<file path="src/hw/rtl/ple_pkg.sv">
// ----------------------------------------------------------------------------
// ple_pkg
// Shared codes and field widths of the positional list engine.
// ----------------------------------------------------------------------------
`default_nettype none

package ple_pkg;

	// field widths of the command and result channels
	localparam int MODE_W   = 2;
	localparam int POS_W    = 6;
	localparam int DATA_W   = 32;
	localparam int INDEX_W  = 5;
	localparam int STATUS_W = 2;

	// command codes
	localparam logic [MODE_W-1:0] MODE_APPEND = 2'd0;
	localparam logic [MODE_W-1:0] MODE_INSERT = 2'd1;
	localparam logic [MODE_W-1:0] MODE_REMOVE = 2'd2;

	// outcome codes
	localparam logic [STATUS_W-1:0] ST_DONE  = 2'd0;
	localparam logic [STATUS_W-1:0] ST_RANGE = 2'd1;
	localparam logic [STATUS_W-1:0] ST_FULL  = 2'd2;

endpackage

`default_nettype wire

</file>
<file path="src/hw/rtl/ple_cmd_if.sv">
// ----------------------------------------------------------------------------
// ple_cmd_if
// Command channel: valid/ready with mode, position and data word.
// ----------------------------------------------------------------------------
`default_nettype none

interface ple_cmd_if;
	logic                         valid;
	logic                         ready;
	logic [ple_pkg::MODE_W-1:0]   mode;
	logic [ple_pkg::POS_W-1:0]    position;
	logic [ple_pkg::DATA_W-1:0]   data_word;

	modport source (output valid, output mode, output position, output data_word,
		input ready);
	modport sink (input valid, input mode, input position, input data_word,
		output ready);
endinterface

`default_nettype wire

</file>
<file path="src/hw/rtl/ple_res_if.sv">
// ----------------------------------------------------------------------------
// ple_res_if
// Result channel: valid/ready with one list entry per transfer.
// ----------------------------------------------------------------------------
`default_nettype none

interface ple_res_if;
	logic                          valid;
	logic                          ready;
	logic [ple_pkg::DATA_W-1:0]    entry_word;
	logic [ple_pkg::INDEX_W-1:0]   entry_index;
	logic                          is_empty;
	logic                          last;
	logic [ple_pkg::STATUS_W-1:0]  status;

	modport source (output valid, output entry_word, output entry_index,
		output is_empty, output last, output status, input ready);
	modport sink (input valid, input entry_word, input entry_index,
		input is_empty, input last, input status, output ready);
endinterface

`default_nettype wire

</file>
<file path="src/hw/rtl/ple_mem.sv">
// ----------------------------------------------------------------------------
// ple_mem
// Entry store: one write port, one read port, registered read data.
// ----------------------------------------------------------------------------
`default_nettype none

module ple_mem #(
	parameter int DEPTH     = 32,
	parameter int WIDTH     = 32,
	parameter int ADDR_BITS = (DEPTH > 1) ? $clog2(DEPTH) : 1
) (
	input  wire logic                 clk,
	input  wire logic                 we,
	input  wire logic [ADDR_BITS-1:0] waddr,
	input  wire logic [WIDTH-1:0]     wdata,
	input  wire logic                 re,
	input  wire logic [ADDR_BITS-1:0] raddr,
	output logic      [WIDTH-1:0]     rdata
);

	logic [WIDTH-1:0] mem [DEPTH];

	always_ff @(posedge clk) begin
		if (we) begin
			mem[waddr] <= wdata;
		end
	end

	// read data holds while re is low
	always_ff @(posedge clk) begin
		if (re) begin
			rdata <= mem[raddr];
		end
	end

endmodule

`default_nettype wire

</file>
<file path="src/hw/rtl/positional_list_engine.sv">
// ----------------------------------------------------------------------------
// positional_list_engine
// Ordered list of up to CAPACITY words with append, insert and remove at a
// 1-based position; the whole list is streamed out after every command.
// ----------------------------------------------------------------------------
//
//  channel | dir | fields                                           | transfer
//  --------+-----+--------------------------------------------------+---------
//  cmd     | in  | mode, position, data_word                        | 1 command
//  res     | out | entry_word, entry_index, is_empty, last, status  | 1 entry
//
// One command at a time, taken only in idle: the command is accepted, then for insert
// and remove the moved entries are shifted (each read, then written back one slot
// over), then the entries are listed in order (one empty marker for an empty list).
// Reset clears entry_count and control only; memory is read below entry_count.
// res.ready low stalls the listing; the last result may wait in the output reg.
// ----------------------------------------------------------------------------
`default_nettype none

module positional_list_engine #(
	parameter int CAPACITY  = 32,
	parameter int WORD_BITS = 32
) (
	input  wire logic  clk,
	input  wire logic  arst_n,
	ple_cmd_if.sink    cmd,
	ple_res_if.source  res
);

	localparam int AW   = (CAPACITY > 1) ? $clog2(CAPACITY) : 1;
	localparam int CW   = $clog2(CAPACITY + 1);
	localparam int CMPW = (CW > ple_pkg::POS_W) ? CW : ple_pkg::POS_W;

	typedef enum logic [1:0] {
		S_IDLE,
		S_SHIFT,
		S_FINISH,
		S_LIST
	} state_t;

	state_t state_q;

	// list state
	logic [CW-1:0] count_q;

	// shift sequencer
	logic [AW-1:0] ptr_q;        // next entry to read
	logic [CW-1:0] rem_q;        // reads still to issue
	logic          up_q;         // 1: remove (pull entries toward front)
	logic          ins_q;        // insert word after the shift
	logic [AW-1:0] at_q;
	logic [WORD_BITS-1:0] word_q;
	logic          wv_s1;        // write-back of last read pending
	logic [AW-1:0] waddr_s1;

	// listing
	logic [CW-1:0] list_q;       // next entry to read
	logic          pend_q;       // read data holds an entry not yet sent
	logic [AW-1:0] pend_idx_q;
	logic [ple_pkg::STATUS_W-1:0] status_q;

	// output register
	logic                          out_valid_q;
	logic [ple_pkg::DATA_W-1:0]    out_word_q;
	logic [ple_pkg::INDEX_W-1:0]   out_index_q;
	logic                          out_empty_q;
	logic                          out_last_q;
	logic [ple_pkg::STATUS_W-1:0]  out_status_q;

	// memory port
	logic                 mem_we;
	logic [AW-1:0]        mem_waddr;
	logic [WORD_BITS-1:0] mem_wdata;
	logic                 mem_re;
	logic [AW-1:0]        mem_raddr;
	logic [WORD_BITS-1:0] rd_data;

	// command decode
	logic                       cmd_fire;
	logic [ple_pkg::POS_W-1:0]  at6;
	logic [CMPW-1:0]            at_x;
	logic [CMPW-1:0]            cnt_x;
	logic                       full;
	logic [WORD_BITS-1:0]       word_in;

	logic out_free;
	logic move;
	logic issue_list;
	logic list_done;
	logic load_empty;

	assign cmd.ready = (state_q == S_IDLE);
	assign cmd_fire  = cmd.valid && cmd.ready;

	// positions 0 and 1 both select the front
	assign at6     = (cmd.position == '0) ? '0 : cmd.position - 1'b1;
	assign at_x    = CMPW'(at6);
	assign cnt_x   = CMPW'(count_q);
	assign full    = (count_q == CW'(CAPACITY));
	assign word_in = WORD_BITS'(cmd.data_word);

	// listing handshake: rd_data acts as a one-entry stage ahead of the output
	assign out_free   = !out_valid_q || res.ready;
	assign move       = (state_q == S_LIST) && pend_q && out_free;
	assign issue_list = (state_q == S_LIST) && (list_q != count_q) && (!pend_q || move);
	assign list_done  = (state_q == S_LIST) && (count_q != '0) && (list_q == count_q)
		&& (!pend_q || move);
	assign load_empty = (state_q == S_LIST) && (count_q == '0) && out_free;

	always_comb begin
		mem_re    = 1'b0;
		mem_raddr = ptr_q;
		if (state_q == S_SHIFT && rem_q != '0) begin
			mem_re = 1'b1;
		end else if (issue_list) begin
			mem_re    = 1'b1;
			mem_raddr = AW'(list_q);
		end
	end

	always_comb begin
		mem_we    = 1'b0;
		mem_waddr = waddr_s1;
		mem_wdata = rd_data;
		if (cmd_fire && cmd.mode == ple_pkg::MODE_APPEND && !full) begin
			mem_we    = 1'b1;
			mem_waddr = AW'(count_q);
			mem_wdata = word_in;
		end else if (state_q == S_SHIFT && wv_s1) begin
			mem_we = 1'b1;
		end else if (state_q == S_FINISH && ins_q) begin
			mem_we    = 1'b1;
			mem_waddr = at_q;
			mem_wdata = word_q;
		end
	end

	ple_mem #(
		.DEPTH (CAPACITY),
		.WIDTH (WORD_BITS)
	) u_mem (
		.clk   (clk),
		.we    (mem_we),
		.waddr (mem_waddr),
		.wdata (mem_wdata),
		.re    (mem_re),
		.raddr (mem_raddr),
		.rdata (rd_data)
	);

	// control state and output valid
	always_ff @(posedge clk or negedge arst_n) begin
		if (!arst_n) begin
			state_q     <= S_IDLE;
			count_q     <= '0;
			rem_q       <= '0;
			wv_s1       <= 1'b0;
			list_q      <= '0;
			pend_q      <= 1'b0;
			out_valid_q <= 1'b0;
			up_q        <= 1'b0;
			ins_q       <= 1'b0;
			status_q    <= ple_pkg::ST_DONE;
		end else begin
			case (state_q)
				S_IDLE: begin
					if (cmd_fire) begin
						list_q <= '0;
						case (cmd.mode)
							ple_pkg::MODE_APPEND: begin
								state_q <= S_LIST;
								if (full) begin
									status_q <= ple_pkg::ST_FULL;
								end else begin
									status_q <= ple_pkg::ST_DONE;
									count_q  <= count_q + CW'(1);
								end
							end
							ple_pkg::MODE_INSERT: begin
								if (at_x > cnt_x) begin
									status_q <= ple_pkg::ST_RANGE;
									state_q  <= S_LIST;
								end else if (full) begin
									status_q <= ple_pkg::ST_FULL;
									state_q  <= S_LIST;
								end else begin
									status_q <= ple_pkg::ST_DONE;
									rem_q    <= CW'(cnt_x - at_x);
									up_q     <= 1'b0;
									ins_q    <= 1'b1;
									count_q  <= count_q + CW'(1);
									state_q  <= S_SHIFT;
								end
							end
							ple_pkg::MODE_REMOVE: begin
								if (at_x >= cnt_x) begin
									status_q <= ple_pkg::ST_RANGE;
									state_q  <= S_LIST;
								end else begin
									status_q <= ple_pkg::ST_DONE;
									rem_q    <= CW'(cnt_x - at_x - CMPW'(1));
									up_q     <= 1'b1;
									ins_q    <= 1'b0;
									count_q  <= count_q - CW'(1);
									state_q  <= S_SHIFT;
								end
							end
							default: begin
								status_q <= ple_pkg::ST_RANGE;
								state_q  <= S_LIST;
							end
						endcase
					end
				end
				S_SHIFT: begin
					// one read issued per cycle; its data is written back next cycle
					wv_s1 <= (rem_q != '0);
					if (rem_q != '0) begin
						rem_q <= rem_q - CW'(1);
					end else begin
						state_q <= S_FINISH;
					end
				end
				S_FINISH: begin
					state_q <= S_LIST;
				end
				S_LIST: begin
					if (issue_list) begin
						list_q <= list_q + CW'(1);
						pend_q <= 1'b1;
					end else if (move) begin
						pend_q <= 1'b0;
					end
					if (list_done || load_empty) begin
						state_q <= S_IDLE;
					end
				end
				default: begin
					state_q <= S_IDLE;
				end
			endcase

			if (move || load_empty) begin
				out_valid_q <= 1'b1;
			end else if (res.ready) begin
				out_valid_q <= 1'b0;
			end
		end
	end

	// payload registers
	always_ff @(posedge clk) begin
		if (cmd_fire) begin
			at_q   <= AW'(at6);
			word_q <= word_in;
			if (cmd.mode == ple_pkg::MODE_REMOVE) begin
				ptr_q <= AW'(at_x + CMPW'(1));
			end else begin
				ptr_q <= AW'(count_q - CW'(1));
			end
		end else if (state_q == S_SHIFT && rem_q != '0) begin
			ptr_q <= up_q ? ptr_q + AW'(1) : ptr_q - AW'(1);
			// entry read at ptr lands one slot over
			waddr_s1 <= up_q ? ptr_q - AW'(1) : ptr_q + AW'(1);
		end

		if (issue_list) begin
			pend_idx_q <= AW'(list_q);
		end

		if (load_empty) begin
			out_word_q   <= '0;
			out_index_q  <= '0;
			out_empty_q  <= 1'b1;
			out_last_q   <= 1'b1;
			out_status_q <= status_q;
		end else if (move) begin
			out_word_q   <= ple_pkg::DATA_W'(rd_data);
			out_index_q  <= ple_pkg::INDEX_W'(pend_idx_q);
			out_empty_q  <= 1'b0;
			out_last_q   <= (CW'(pend_idx_q) + CW'(1) == count_q);
			out_status_q <= status_q;
		end
	end

	assign res.valid       = out_valid_q;
	assign res.entry_word  = out_word_q;
	assign res.entry_index = out_index_q;
	assign res.is_empty    = out_empty_q;
	assign res.last        = out_last_q;
	assign res.status      = out_status_q;

endmodule

`default_nettype wire

</file>
<file path="src/flat_wrapper.sv">
// flat-port wrapper written by rule: the top's interface ports become plain ports
module positional_list_engine_flat 
#(
	parameter int CAPACITY  = 32,
	parameter int WORD_BITS = 32
)
  (clk, arst_n, cmd_valid, cmd_mode, cmd_position, cmd_data_word, cmd_ready, res_valid, res_entry_word, res_entry_index, res_is_empty, res_last, res_status, res_ready);
  ple_cmd_if cmd_i ();
  ple_res_if res_i ();
  input  wire logic clk;
  input  wire logic arst_n;
  input wire logic [$bits(cmd_i.valid)-1:0] cmd_valid;
  input wire logic [$bits(cmd_i.mode)-1:0] cmd_mode;
  input wire logic [$bits(cmd_i.position)-1:0] cmd_position;
  input wire logic [$bits(cmd_i.data_word)-1:0] cmd_data_word;
  output wire logic [$bits(cmd_i.ready)-1:0] cmd_ready;
  output wire logic [$bits(res_i.valid)-1:0] res_valid;
  output wire logic [$bits(res_i.entry_word)-1:0] res_entry_word;
  output wire logic [$bits(res_i.entry_index)-1:0] res_entry_index;
  output wire logic [$bits(res_i.is_empty)-1:0] res_is_empty;
  output wire logic [$bits(res_i.last)-1:0] res_last;
  output wire logic [$bits(res_i.status)-1:0] res_status;
  input wire logic [$bits(res_i.ready)-1:0] res_ready;
  assign cmd_i.valid = cmd_valid;
  assign cmd_i.mode = cmd_mode;
  assign cmd_i.position = cmd_position;
  assign cmd_i.data_word = cmd_data_word;
  assign cmd_ready = cmd_i.ready;
  assign res_valid = res_i.valid;
  assign res_entry_word = res_i.entry_word;
  assign res_entry_index = res_i.entry_index;
  assign res_is_empty = res_i.is_empty;
  assign res_last = res_i.last;
  assign res_status = res_i.status;
  assign res_i.ready = res_ready;
  positional_list_engine #(.CAPACITY(CAPACITY), .WORD_BITS(WORD_BITS)) u_core (.clk(clk), .arst_n(arst_n), .cmd(cmd_i), .res(res_i));
endmodule
</file>
<file path="config.mk">
export PLATFORM = sky130hd
export DESIGN_NAME = positional_list_engine_flat
export DESIGN_NICKNAME = d
export VERILOG_FILES = /design/src/hw/rtl/ple_pkg.sv /design/src/hw/rtl/ple_cmd_if.sv /design/src/hw/rtl/ple_res_if.sv /design/src/hw/rtl/ple_mem.sv /design/src/hw/rtl/positional_list_engine.sv /design/src/flat_wrapper.sv
export SDC_FILE = /design/constraint.sdc
export NUM_CORES = 1
export LEC_CHECK = 0
export ABC_AREA = 0
export BUFFER_PORTS_ARGS = -buffer_cell sky130_fd_sc_hd__buf_2
export CORE_MARGIN = 2
export CORE_UTILIZATION = 43
export DETAILED_ROUTE_END_ITERATION = 6
export SLEW_MARGIN = 20
export SYNTH_ARGS = -nofsm -noshare
export SYNTH_HDL_FRONTEND = slang
export SYNTH_SLANG_ARGS = --single-unit
export TNS_END_PERCENT = 1
</file>
<file path="constraint.sdc">
create_clock -name clk -period 5.7 [get_ports clk]
set_input_delay 1.71 -clock clk [delete_from_list [all_inputs] [get_ports clk]]
set_output_delay 1.71 -clock clk [all_outputs]
set_load 0.05 [all_outputs]
</file>
## Word level (Yosys, flattened, before mapping)

Memories as Yosys holds them, arrays and structs flattened. A register that Yosys moved wholly into a read port is not among the register bits.
Cells that the tools add are included.

- Register bits after elaboration: 120
- RAM bits: 1,024
- Input port bits: 44
- Logic and storage cells: 161
- Memories: 1

- Add/sub/neg operators: 11
- $lt $le $gt $ge: 2
- Equality and inequality tests: 21
- Multiplexer cells: 61
- Bitwise logic cells: 1
- Reduce and logical (&&, ||, !) cells: 44

Memories:

| name | words | bits a word | read ports | clocked after memory_dff | write ports | line | text |
|---|---|---|---|---|---|---|---|
| u_core.u_mem.mem | 32 | 32 | 1 | 1 | 1 | ple_mem.sv:21 | `logic [WIDTH-1:0] mem [DEPTH];` |

Operator list:

| operator | count |
|---|---|
| $mux 32 | 3 |
| $mux 6 | 11 |
| $mux 5 | 10 |
| $pmux 6 s2 | 3 |
| $sub 6x1->6 const B | 4 |
| $mux 2 | 10 |
| $mux 1 | 18 |
| $pmux 6 s3 | 1 |
| $logic_and 1x1->1 | 15 |
| $reduce_bool 2->1 | 7 |
| $add 6x1->6 const B | 2 |
| $eq 6x6->1 | 2 |
| $logic_not 6->1 | 2 |
| $ne 2x2->1 const B | 6 |
| $ne 3x3->1 const B | 4 |
| $reduce_bool 6->1 | 2 |
| $add 5x1->5 const B | 2 |
| $pmux 2 s4 | 1 |
| $reduce_and 7->1 | 1 |
| $add 5x1->6 const B | 1 |
| $eq 2x2->1 const B | 3 |
| $eq 6x6->1 const B | 1 |
| $ge 6x6->1 | 1 |
| $gt 6x6->1 | 1 |
| 17 further kinds | 29 |

## Depth between registers and ports, before layout

Gate-level depths: netlist of the first run.

- Depth in word-level cells: 8
- Depth in mapped cells: 16
- Depth with buffers taken out: 15

## Cells and area by module

Synthesis of the first run repeated with hierarchy kept, for this count alone.

- Cells, all modules: 2,975
- Area total of the unflattened synthesis: 47,509.3 um^2

By module, submodules not included:

| module | times used | cells an instance | area an instance (um^2) | sequential area each (um^2) |
|---|---|---|---|---|
| ple_mem | 1 | 2,260 | 40,812.9 | 31,710.4 |
| positional_list_engine | 1 | 715 | 6,696.4 | 3,078.0 |

## Worst setup path before layout of the first run

No wires, ideal clock.

- Path kind: input-to-reg
- From: input port cmd_valid
- To: memory u_core.u_mem.mem[12][0] (enable)
- Data arrival time: 5,517 ps
- Required time: 5,279 ps
- Path slack: -238 ps
- Stages: 8
- Cells stage by stage: nand2_1 -> clkinv_1 -> and3_1 -> clkbuf_1 -> o21ai_0 -> nor2b_1 -> nand2_1 -> nor2_1

- Word-level cells in the longest chain between the ends: 6

RTL lines:

| element | line | text |
|---|---|---|
| start: declaration | flat_wrapper.sv:12 | `input wire logic [$bits(cmd_i.valid)-1:0] cmd_valid;` |
| $logic_and 1x1->1 (*) | positional_list_engine.sv:93 | `assign cmd_fire = cmd.valid && cmd.ready;` |
| named net u_core.cmd_fire | positional_list_engine.sv:79 | `logic cmd_fire;` |
| $logic_and 1x1->1 (*) (2 in series) | positional_list_engine.sv:125 | `if (cmd_fire && cmd.mode == ple_pkg::MODE_APPEND && !full) begin` |
| $mux 1 | positional_list_engine.sv:125 |  |
| $mux 1 | ple_mem.sv:24 | `if (we) begin` |
| $mux 1 (not written as such) | ple_mem.sv:25 | `mem[waddr] <= wdata;` |
| end: declaration | ple_mem.sv:21 |  |

The timed path passes the listed nets; every way through them passes the cells marked *.

## Worst setup path after layout of the first run

- From: register u_core.rem_q[0]
- To: register u_core.u_mem.rdata[28] (read register of u_core.u_mem.mem), data pin

- Word-level cells in the longest chain between the ends: 3

RTL lines:

| element | line | text |
|---|---|---|
| start: declaration | positional_list_engine.sv:48 | `logic [CW-1:0] rem_q;` |
| start signal: assignment | positional_list_engine.sv:188 | `rem_q <= CW'(cnt_x - at_x);` |
| start signal: assignment | positional_list_engine.sv:201 | `rem_q <= CW'(cnt_x - at_x - CMPW'(1));` |
| start signal: assignment | positional_list_engine.sv:219 | `rem_q <= rem_q - CW'(1);` |
| $reduce_bool 6->1 (*) | positional_list_engine.sv:113 | `if (state_q == S_SHIFT && rem_q != '0) begin` |
| $logic_and 1x1->1 (*) | positional_list_engine.sv:113 |  |
| $mux 5 / $mux 1 (equally long branches) | positional_list_engine.sv:113 |  |
| end: declaration | ple_mem.sv:18 | `output logic [WIDTH-1:0] rdata` |

Every way passes the cells marked *; elsewhere a longest branch is shown, timed or not.
A chain may end at the register's enable or synchronous reset.

==> results.sh, run 1 <==
export IMPL_outcome="complete, no violations"
export IMPL_synth_enable_flop_cells=1110
export IMPL_layout_setup_ws_ns=1.17
export IMPL_die_h_um=334
export IMPL_yosys_register_bits=1176
export IMPL_core_area_um2=107000
export IMPL_crit_required_ns=6.23
export IMPL_tightest_slew_ns=1.05
export IMPL_syn_area_per_cell_um2=15.0
export IMPL_slew_violations=0
export IMPL_cpMaxStageDelayCell="mux2i_4"
export IMPL_yosys_area_share_simple_pct=8.45
export IMPL_clockRootBuffer="clkbuf_16"
export IMPL_synthAdderAreaFrac_pct=0.739
export IMPL_worst_path_max_fanout=35
export IMPL_max_freq_mhz=221
export IMPL_powerDensity_nw_per_um2=568
export IMPL_cpMostUsedCell="buf_12"
export IMPL_muxShareOfSynthArea_pct=6.51
export IMPL_synth_cells=3123
export IMPL_rsz0062_at_grt="false"
export IMPL_worstSetupPathType="register to register"
export IMPL_grt_pass1_wl_um=187000
export IMPL_synth_xor_area_share_pct=0.881
export IMPL_overflow=0
export IMPL_clk_latency_ns=0.70
export IMPL_layout_min_cycle_time_ns=4.53
export IMPL_cp_end_kind="register"
export IMPL_cap_violations=0
export IMPL_ys_warnings_count=0
export IMPL_synth_area_um2=46700
export IMPL_synth_top_family_by_area="simple AND/OR/NAND/NOR gates"
export IMPL_dr_pass1_iters=7
export IMPL_n_antenna_cell=0
export IMPL_skew_ns=0.0467
export IMPL_setup_viol=0
export IMPL_via_per_inst=5.90
export IMPL_post_route_period_util_pct=79.5
export IMPL_antenna_found_initial=5
export IMPL_dpl_hpwl_um=75900
export IMPL_drc=0
export IMPL_crit_path_start_kind="register"
export IMPL_totalWireLength_um=128000
export IMPL_cp_arrival_ns=5.06
export IMPL_routabilityCongestion=0.849
export IMPL_clock_sinks=1176
export IMPL_multiInputGateArea_um2=11700
export IMPL_drive_gt1_share_pct=14.1
export IMPL_wl_per_cell_um=26.8
export IMPL_hold_ws_ns=0.445
export IMPL_final_nets=3355
export IMPL_ys_seq_area_share_pct=74.5
export IMPL_grt_usage_pct=22.8
export IMPL_start_util_pct=43.5
export IMPL_max_stage_delay_ns=0.82
export IMPL_placedCellCount=4571
export IMPL_cts_setup_buffers=0
export IMPL_holdBufCountCts=0
export IMPL_yosysUniqueCellTypes=60
export IMPL_p_leak_uw=0.0181
export IMPL_fin_cells=4786
export IMPL_syn_nets=3194
export IMPL_vias=28300
export IMPL_hold_path_class="register to register"
export IMPL_rows=120
export IMPL_post_place_ws_ns=0.634
export IMPL_ant_nets=0
export IMPL_synth_compound_area_share_pct=6.91
export IMPL_cts_tree="yes"
export IMPL_ys_flop_type="edfxtp_1"
export IMPL_cts_made_buffers=114
export IMPL_worstPathCellList="inv_1 > ha_1 > or3b_1 > o31ai_4 > o2111ai_4 > buf_12 > mux2i_4 > buf_12 > nand2_1 > a32oi_1 > nand4_1 > nor2_1"
export IMPL_path_clk_slew_ns=0.06
export IMPL_final_cell_mix="edfxtp_1, nand2_1, mux2i_1, a32oi_1, buf_4"
export IMPL_dieWidth_um=334
export IMPL_grt_pass1_vias=27800
export IMPL_fin_tns_setup_ns=0
export IMPL_numPortBuffers=86
export IMPL_max_vdd_ir_drop_mv=0.422
export IMPL_cts_resized=0
export IMPL_fillers=8863
export IMPL_syn2layout_area_growth_pct=15.1
export IMPL_die_area_um2=111000
export IMPL_drt_initial_drc_count=3160
export IMPL_pin_count=87
export IMPL_seq_area_um2=34800
export IMPL_hold_violations=0
export IMPL_slew_headroom_pct=30.1
export IMPL_clockBufferDepth=3
export IMPL_htreeDepth=3
export IMPL_total_power_uw=30500
export IMPL_grt_max_degree=89
export IMPL_mostFrequentLayoutCell="edfxtp_1"
export IMPL_async_flop_share_pct=2.30
-- critical path: cells and delay by family, from the launching register on --
| family | cells | cell delay (ns) |
|---|---|---|
| and+or+nand+nor | 4 | 1.15 |
| adders and majority gates | 1 | 0.19 |
| DFF | 1 | 0.42 |
| buffers and inverters | 3 | 0.67 |
| muxes | 1 | 0.82 |
| AOI/OAI and AO/OA | 3 | 1.07 |
-- logic make-up (layout without fill, tap and decap cells) --
| family | Yosys count | count (layout) |
|---|---|---|
| multiplexers | 303 | 303 |
| XOR/XNOR | 47 | 47 |
| AND/OR/NAND/NOR | 945 | 945 |
| adder cells (fa/ha/maj) | 27 | 27 |
| flip-flops | 1176 | 1176 |
| buffers and inverters | 215 | 475 |
| AO/OA/AOI/OAI | 410 | 410 |
-- sequential cells by signal, indices dropped and copies added, names as in the netlist, 2 cells and up --
register / flops
u_core.state_q: 2
u_core.ptr_q: 5
u_core.list_q: 6
u_core.cnt_x: 6
u_core.u_mem.rdata: 32
u_core.rem_q: 6
u_core.word_q: 32
u_core.u_mem.mem: 1024
u_core.at_q: 5
u_core.pend_idx_q: 5
u_core.res.entry_index: 5
u_core.res.status: 2
u_core.res.entry_word: 32
u_core.status_q: 2
u_core.waddr_s1: 5
-- path summary, 6_finish.rpt --
| path | start | end | slack (ns) | cells past startpoint |
|---|---|---|---|---|
| min reg2reg | u_core.res.is_empty | u_core.res.is_empty | 0.45 | 1 |
| min in group asynchronous | arst_n | u_core.list_q[1] | 1.07 | 1 |
| min | u_core.res.is_empty | u_core.res.is_empty | 0.45 | 1 |
| max reg2reg | u_core.rem_q[0] | u_core.u_mem.rdata[28] | 1.17 | 12 |
| max in group asynchronous | arst_n | u_core.rem_q[0] | 4.19 | 1 |
| max | u_core.rem_q[0] | u_core.u_mem.rdata[28] | 1.17 | 12 |
-- power breakdown --
part           internal (uW)  leakage [uW]  switching, uW
Combinational           3220       0.00565           7680
Clock                   4240       0.00179           3220
Sequential             11600        0.0107            541
-- cell type report --
| type | count | share of cell area, % |
|---|---|---|
| sequential | 1176 | 64.7 |
| multi-input combinational | 1732 | 21.7 |
| clock buffer | 149 | 5.68 |
| tap | 1403 | 3.26 |
| timing repair buffer | 228 | 3.26 |
| clock inverter | 66 | 1.21 |
| inverter | 32 | 0.223 |
-- stage by stage --
step	util (%)	instance area, um^2
final	50.1	53800
after global routing	50.1	53800
after CTS	50.0	53700
after detailed placement	46.6	50000
after global placement	46.5	49900
after floorplan	-	46700
-- metal layers --
metal / up-vias / global-route usage, % / wire length, um
li1: 12300 / - / -
met1: 14500 / 33.1 / 55900
met2: 1294 / 35.6 / 58700
met3: 198 / 4.28 / 10900
met4: 0 / 5.56 / 2810
met5: - / 0 / 0
-- cell usage after synthesis (4+ instances only) --
cell	n	area share (%)
a21oi_1	55	0.59
a31oi_1	4	0.054
a32oi_1	257	4.8
and3_1	8	0.11
buf_1	6	0.048
buf_2	73	0.78
buf_4	15	0.24
clkbuf_1	89	0.72
dfrtp_1	27	1.4
dfxtp_1	39	1.7
edfxtp_1	1110	71
ha_1	26	0.70
inv_1	31	0.25
mux2i_1	299	6.4
nand2_1	674	5.4
nand2b_1	11	0.15
nand3_1	23	0.25
nand4_1	75	1.0
nand4b_1	5	0.094
nor2_1	106	0.85
nor2b_1	10	0.13
nor3_1	15	0.16
o21ai_0	48	0.51
o31ai_1	7	0.11
o41ai_1	4	0.075
or2_2	4	0.054
xnor2_1	30	0.56
xor2_1	17	0.32
(Power assumes the default switching activity.)
==> run 2: changes to the inputs <==
--- a/config.mk
+++ b/config.mk
@@ -5,7 +5,7 @@
 export SDC_FILE = /design/constraint.sdc
 export NUM_CORES = 1
 export LEC_CHECK = 0
-export ABC_AREA = 0
+export ABC_AREA = 1
 export BUFFER_PORTS_ARGS = -buffer_cell sky130_fd_sc_hd__buf_2
 export CORE_MARGIN = 2
 export CORE_UTILIZATION = 43
==> constraint.sdc (replaced) <==
create_clock -name clk -period 4.6 [get_ports clk]
set_input_delay 1.38 -clock clk [delete_from_list [all_inputs] [get_ports clk]]
set_output_delay 1.38 -clock clk [all_outputs]
set_load 0.05 [all_outputs]
==> run 2 against run 1 <==
  * Setup slack lost 0.19 ns
  * Die area is 13% higher
  * Sequential power grew 28%
  * Register-to-register slack lost 0.19 ns
  * Clock-buffer cell count up 5
  * Design area grew 12%
  * Clock skew decreased by 0.020 ns
  * Clock power rose by 25%
  * Combinational power rose by 90%
  * Critical path depth up 5
  * Fmax rose by 25%
  * Critical path type unchanged
==> results.sh, run 2 <==
export IMPL_totalWireLength_um=152000
export IMPL_cp_end_kind="register"
export IMPL_cts_tree="yes"
export IMPL_skew_ns=0.0270
export IMPL_outcome="complete, no violations"
export IMPL_drc=0
export IMPL_max_vdd_ir_drop_mv=1.04
export IMPL_tightest_slew_ns=1.03
export IMPL_yosysUniqueCellTypes=46
export IMPL_worstSetupEndpoint="u_core.u_mem.rdata[16]"
export IMPL_p_leak_uw=0.0262
export IMPL_total_power_uw=45600
export IMPL_worst_path_max_fanout=73
export IMPL_largest_register_ffs=1024
export IMPL_hold_violations=0
export IMPL_grt_usage_pct=23.9
export IMPL_synthAdderAreaFrac_pct=0.652
export IMPL_yosys_register_bits=1176
export IMPL_start_util_pct=43.4
export IMPL_cts_made_buffers=118
export IMPL_synth_xor_area_share_pct=0.480
export IMPL_antenna_found_initial=6
export IMPL_async_flop_share_pct=2.30
export IMPL_synth_area_um2=52900
export IMPL_pin_count=87
export IMPL_synth_top_area_cell="edfxtp_1"
export IMPL_grt_max_degree=100
export IMPL_r2r_end="u_core.u_mem.rdata[16]"
export IMPL_placedCellCount=6941
export IMPL_r2r_start="u_core.rem_q[0]"
export IMPL_ys_warnings_count=0
export IMPL_max_freq_mhz=276
export IMPL_cp_startpoint="u_core.rem_q[0]"
export IMPL_ys_seq_area_share_pct=65.7
export IMPL_yosysMostFrequentCell="nand2_1"
export IMPL_grt_pass1_vias=35300
export IMPL_yosys_area_share_simple_pct=20.4
export IMPL_die_area_um2=126000
export IMPL_slew_headroom_pct=31.1
export IMPL_via_per_inst=5.19
export IMPL_wl_per_cell_um=21.2
export IMPL_overflow=0
export IMPL_rrSetupSlack_ns=0.98
export IMPL_syn_area_per_cell_um2=9.93
export IMPL_setup_viol=0
export IMPL_cap_violations=0
export IMPL_final_cell_mix="nand2_1, inv_1, nand3_1, edfxtp_1, clkbuf_16"
export IMPL_syn_nets=5404
export IMPL_clockRootBuffer="clkbuf_16"
export IMPL_clk_latency_ns=0.73
export IMPL_fin_tns_setup_ns=0
export IMPL_vias=37200
export IMPL_worstPathCellList="inv_1 > ha_1 > nand2_1 > nor2_2 > nand3_1 > nand2_2 > nand4_2 > nand2_1 > o21ai_4 > inv_8 > buf_12 > nand3_1 > nand3_1 > nand3_1 > nand2_1 > nand2_1 > nand2_1"
export IMPL_synth_compound_area_share_pct=1.94
export IMPL_hold_depth=2
export IMPL_core_area_um2=122000
export IMPL_fin_cells=7159
export IMPL_layout_min_cycle_time_ns=3.62
export IMPL_reg2regPathDepth=17
export IMPL_max_stage_delay_ns=0.45
export IMPL_clockBufferDepth=3
export IMPL_mostFrequentLayoutCell="nand2_1"
export IMPL_rows=128
export IMPL_cpMaxStageDelayCell="inv_8"
export IMPL_numPortBuffers=86
export IMPL_holdBufCountCts=0
export IMPL_dieWidth_um=355
export IMPL_hold_path_class="register to register"
export IMPL_post_route_period_util_pct=78.7
export IMPL_htreeDepth=3
export IMPL_synth_enable_flop_cells=1110
export IMPL_cpMostUsedCell="nand2_1"
export IMPL_path_clk_slew_ns=0.06
export IMPL_cts_setup_buffers=0
export IMPL_syn2layout_area_growth_pct=14.0
export IMPL_clock_sinks=1176
export IMPL_rsz0062_at_grt="false"
export IMPL_utilization_pct=49.5
export IMPL_muxShareOfSynthArea_pct=0.0402
export IMPL_dpl_hpwl_um=84700
export IMPL_drive_gt1_share_pct=9.36
export IMPL_synth_area_leaders="edfxtp_1, nand3_1, nand2_1"
export IMPL_synth_top_family_by_area="simple AND/OR/NAND/NOR gates"
export IMPL_ant_nets=0
export IMPL_crit_path_start_kind="register"
export IMPL_regMostFlops="u_core.u_mem.mem"
export IMPL_ys_flop_type="edfxtp_1"
export IMPL_powerDensity_nw_per_um2=756
export IMPL_slew_violations=0
export IMPL_grt_pass1_wl_um=226000
export IMPL_die_h_um=355
export IMPL_crit_required_ns=5.17
export IMPL_worstSetupPathType="register to register"
export IMPL_cp_arrival_ns=4.19
export IMPL_cts_resized=0
export IMPL_drt_initial_drc_count=4104
export IMPL_dr_pass1_iters=7
export IMPL_routabilityCongestion=0.825
export IMPL_final_nets=5507
export IMPL_synth_cells=5333
export IMPL_synth_commonest_cells="nand2_1, inv_1, nand3_1"
export IMPL_yosysTopAreaCellShare_pct=63.0
==> run 2: per-stage QoR <==
stage	setup WS [ns]	cell area, um^2	hold WS, ns
floorplan	0.396	52900	0.425
global placement	0.318	56700	0.438
detailed placement	0.299	56700	0.436
CTS	0.989	60400	0.449
global route	0.644	60400	0.476
finish	0.979	60400	0.450
==> run 2: cell families (layout without fill, tap and decap cells) <==
kind of cell | Yosys count | after routing
adders and majority gates | 27 | 27
buffers and inverters | 1449 | 1648
xor gates and xnor gates | 29 | 29
AOI/OAI and AO/OA | 193 | 193
muxes | 2 | 2
DFF | 1176 | 1176
and+or+nand+nor | 2457 | 2457
other | 0 | 2
==> run 2: report_power, final <==
part / switching, uW / total (uW) / leakage, uW / internal, uW
clock: 4120 / 9330 / 0.00180 / 5210
combinational: 15100 / 20700 / 0.0137 / 5660
sequential: 448 / 15600 / 0.0107 / 15200
total: 19600 / 45600 / 0.0262 / 26000
==> run 2: worst min-delay path by stage <==
stage	slack, ns	endpoint	startpoint
2_1_floorplan	0.43	u_core.res.status[1]	u_core.status_q[1]
3_3_place_gp	0.44	u_core.res.is_empty	u_core.res.is_empty
3_5_place_dp	0.44	u_core.res.is_empty	u_core.res.is_empty
4_1_cts	0.45	u_core.res.is_empty	u_core.res.is_empty
5_1_grt	0.48	u_core.res.status[1]	u_core.status_q[1]
6_report	0.45	u_core.res.is_empty	u_core.res.is_empty
==> run 2: worst max-delay path: cells and delay by family, from the launching register on <==
family / cells / cell delay [ns]
AOI/OAI and AO/OA: 1 / 0.12
adders and majority gates: 1 / 0.19
buffers and inverters: 3 / 0.93
DFF: 1 / 0.39
and+or+nand+nor: 12 / 1.75
==> run 2: final cells by class <==
type | count | area, um^2
sequential | 1176 | 34800
multi-input combinational | 2708 | 13000
tap | 1625 | 2030
fill | 11000 | 61700
timing repair buffer | 261 | 2490
inverter | 1171 | 4410
clock inverter | 62 | 559
clock buffer | 154 | 3120
antenna | 2 | 5.00
==> run 2: metal layers <==
| layer | global-route usage, % | up-vias | part of all wire [%] |
|---|---|---|---|
| met4 | 7.08 | 4 | 2.7 |
| met1 | 32.4 | 17800 | 42 |
| met5 | 0 | - | 0.022 |
| li1 | - | 17500 | - |
| met2 | 39.7 | 1605 | 47 |
| met3 | 3.74 | 259 | 8.2 |
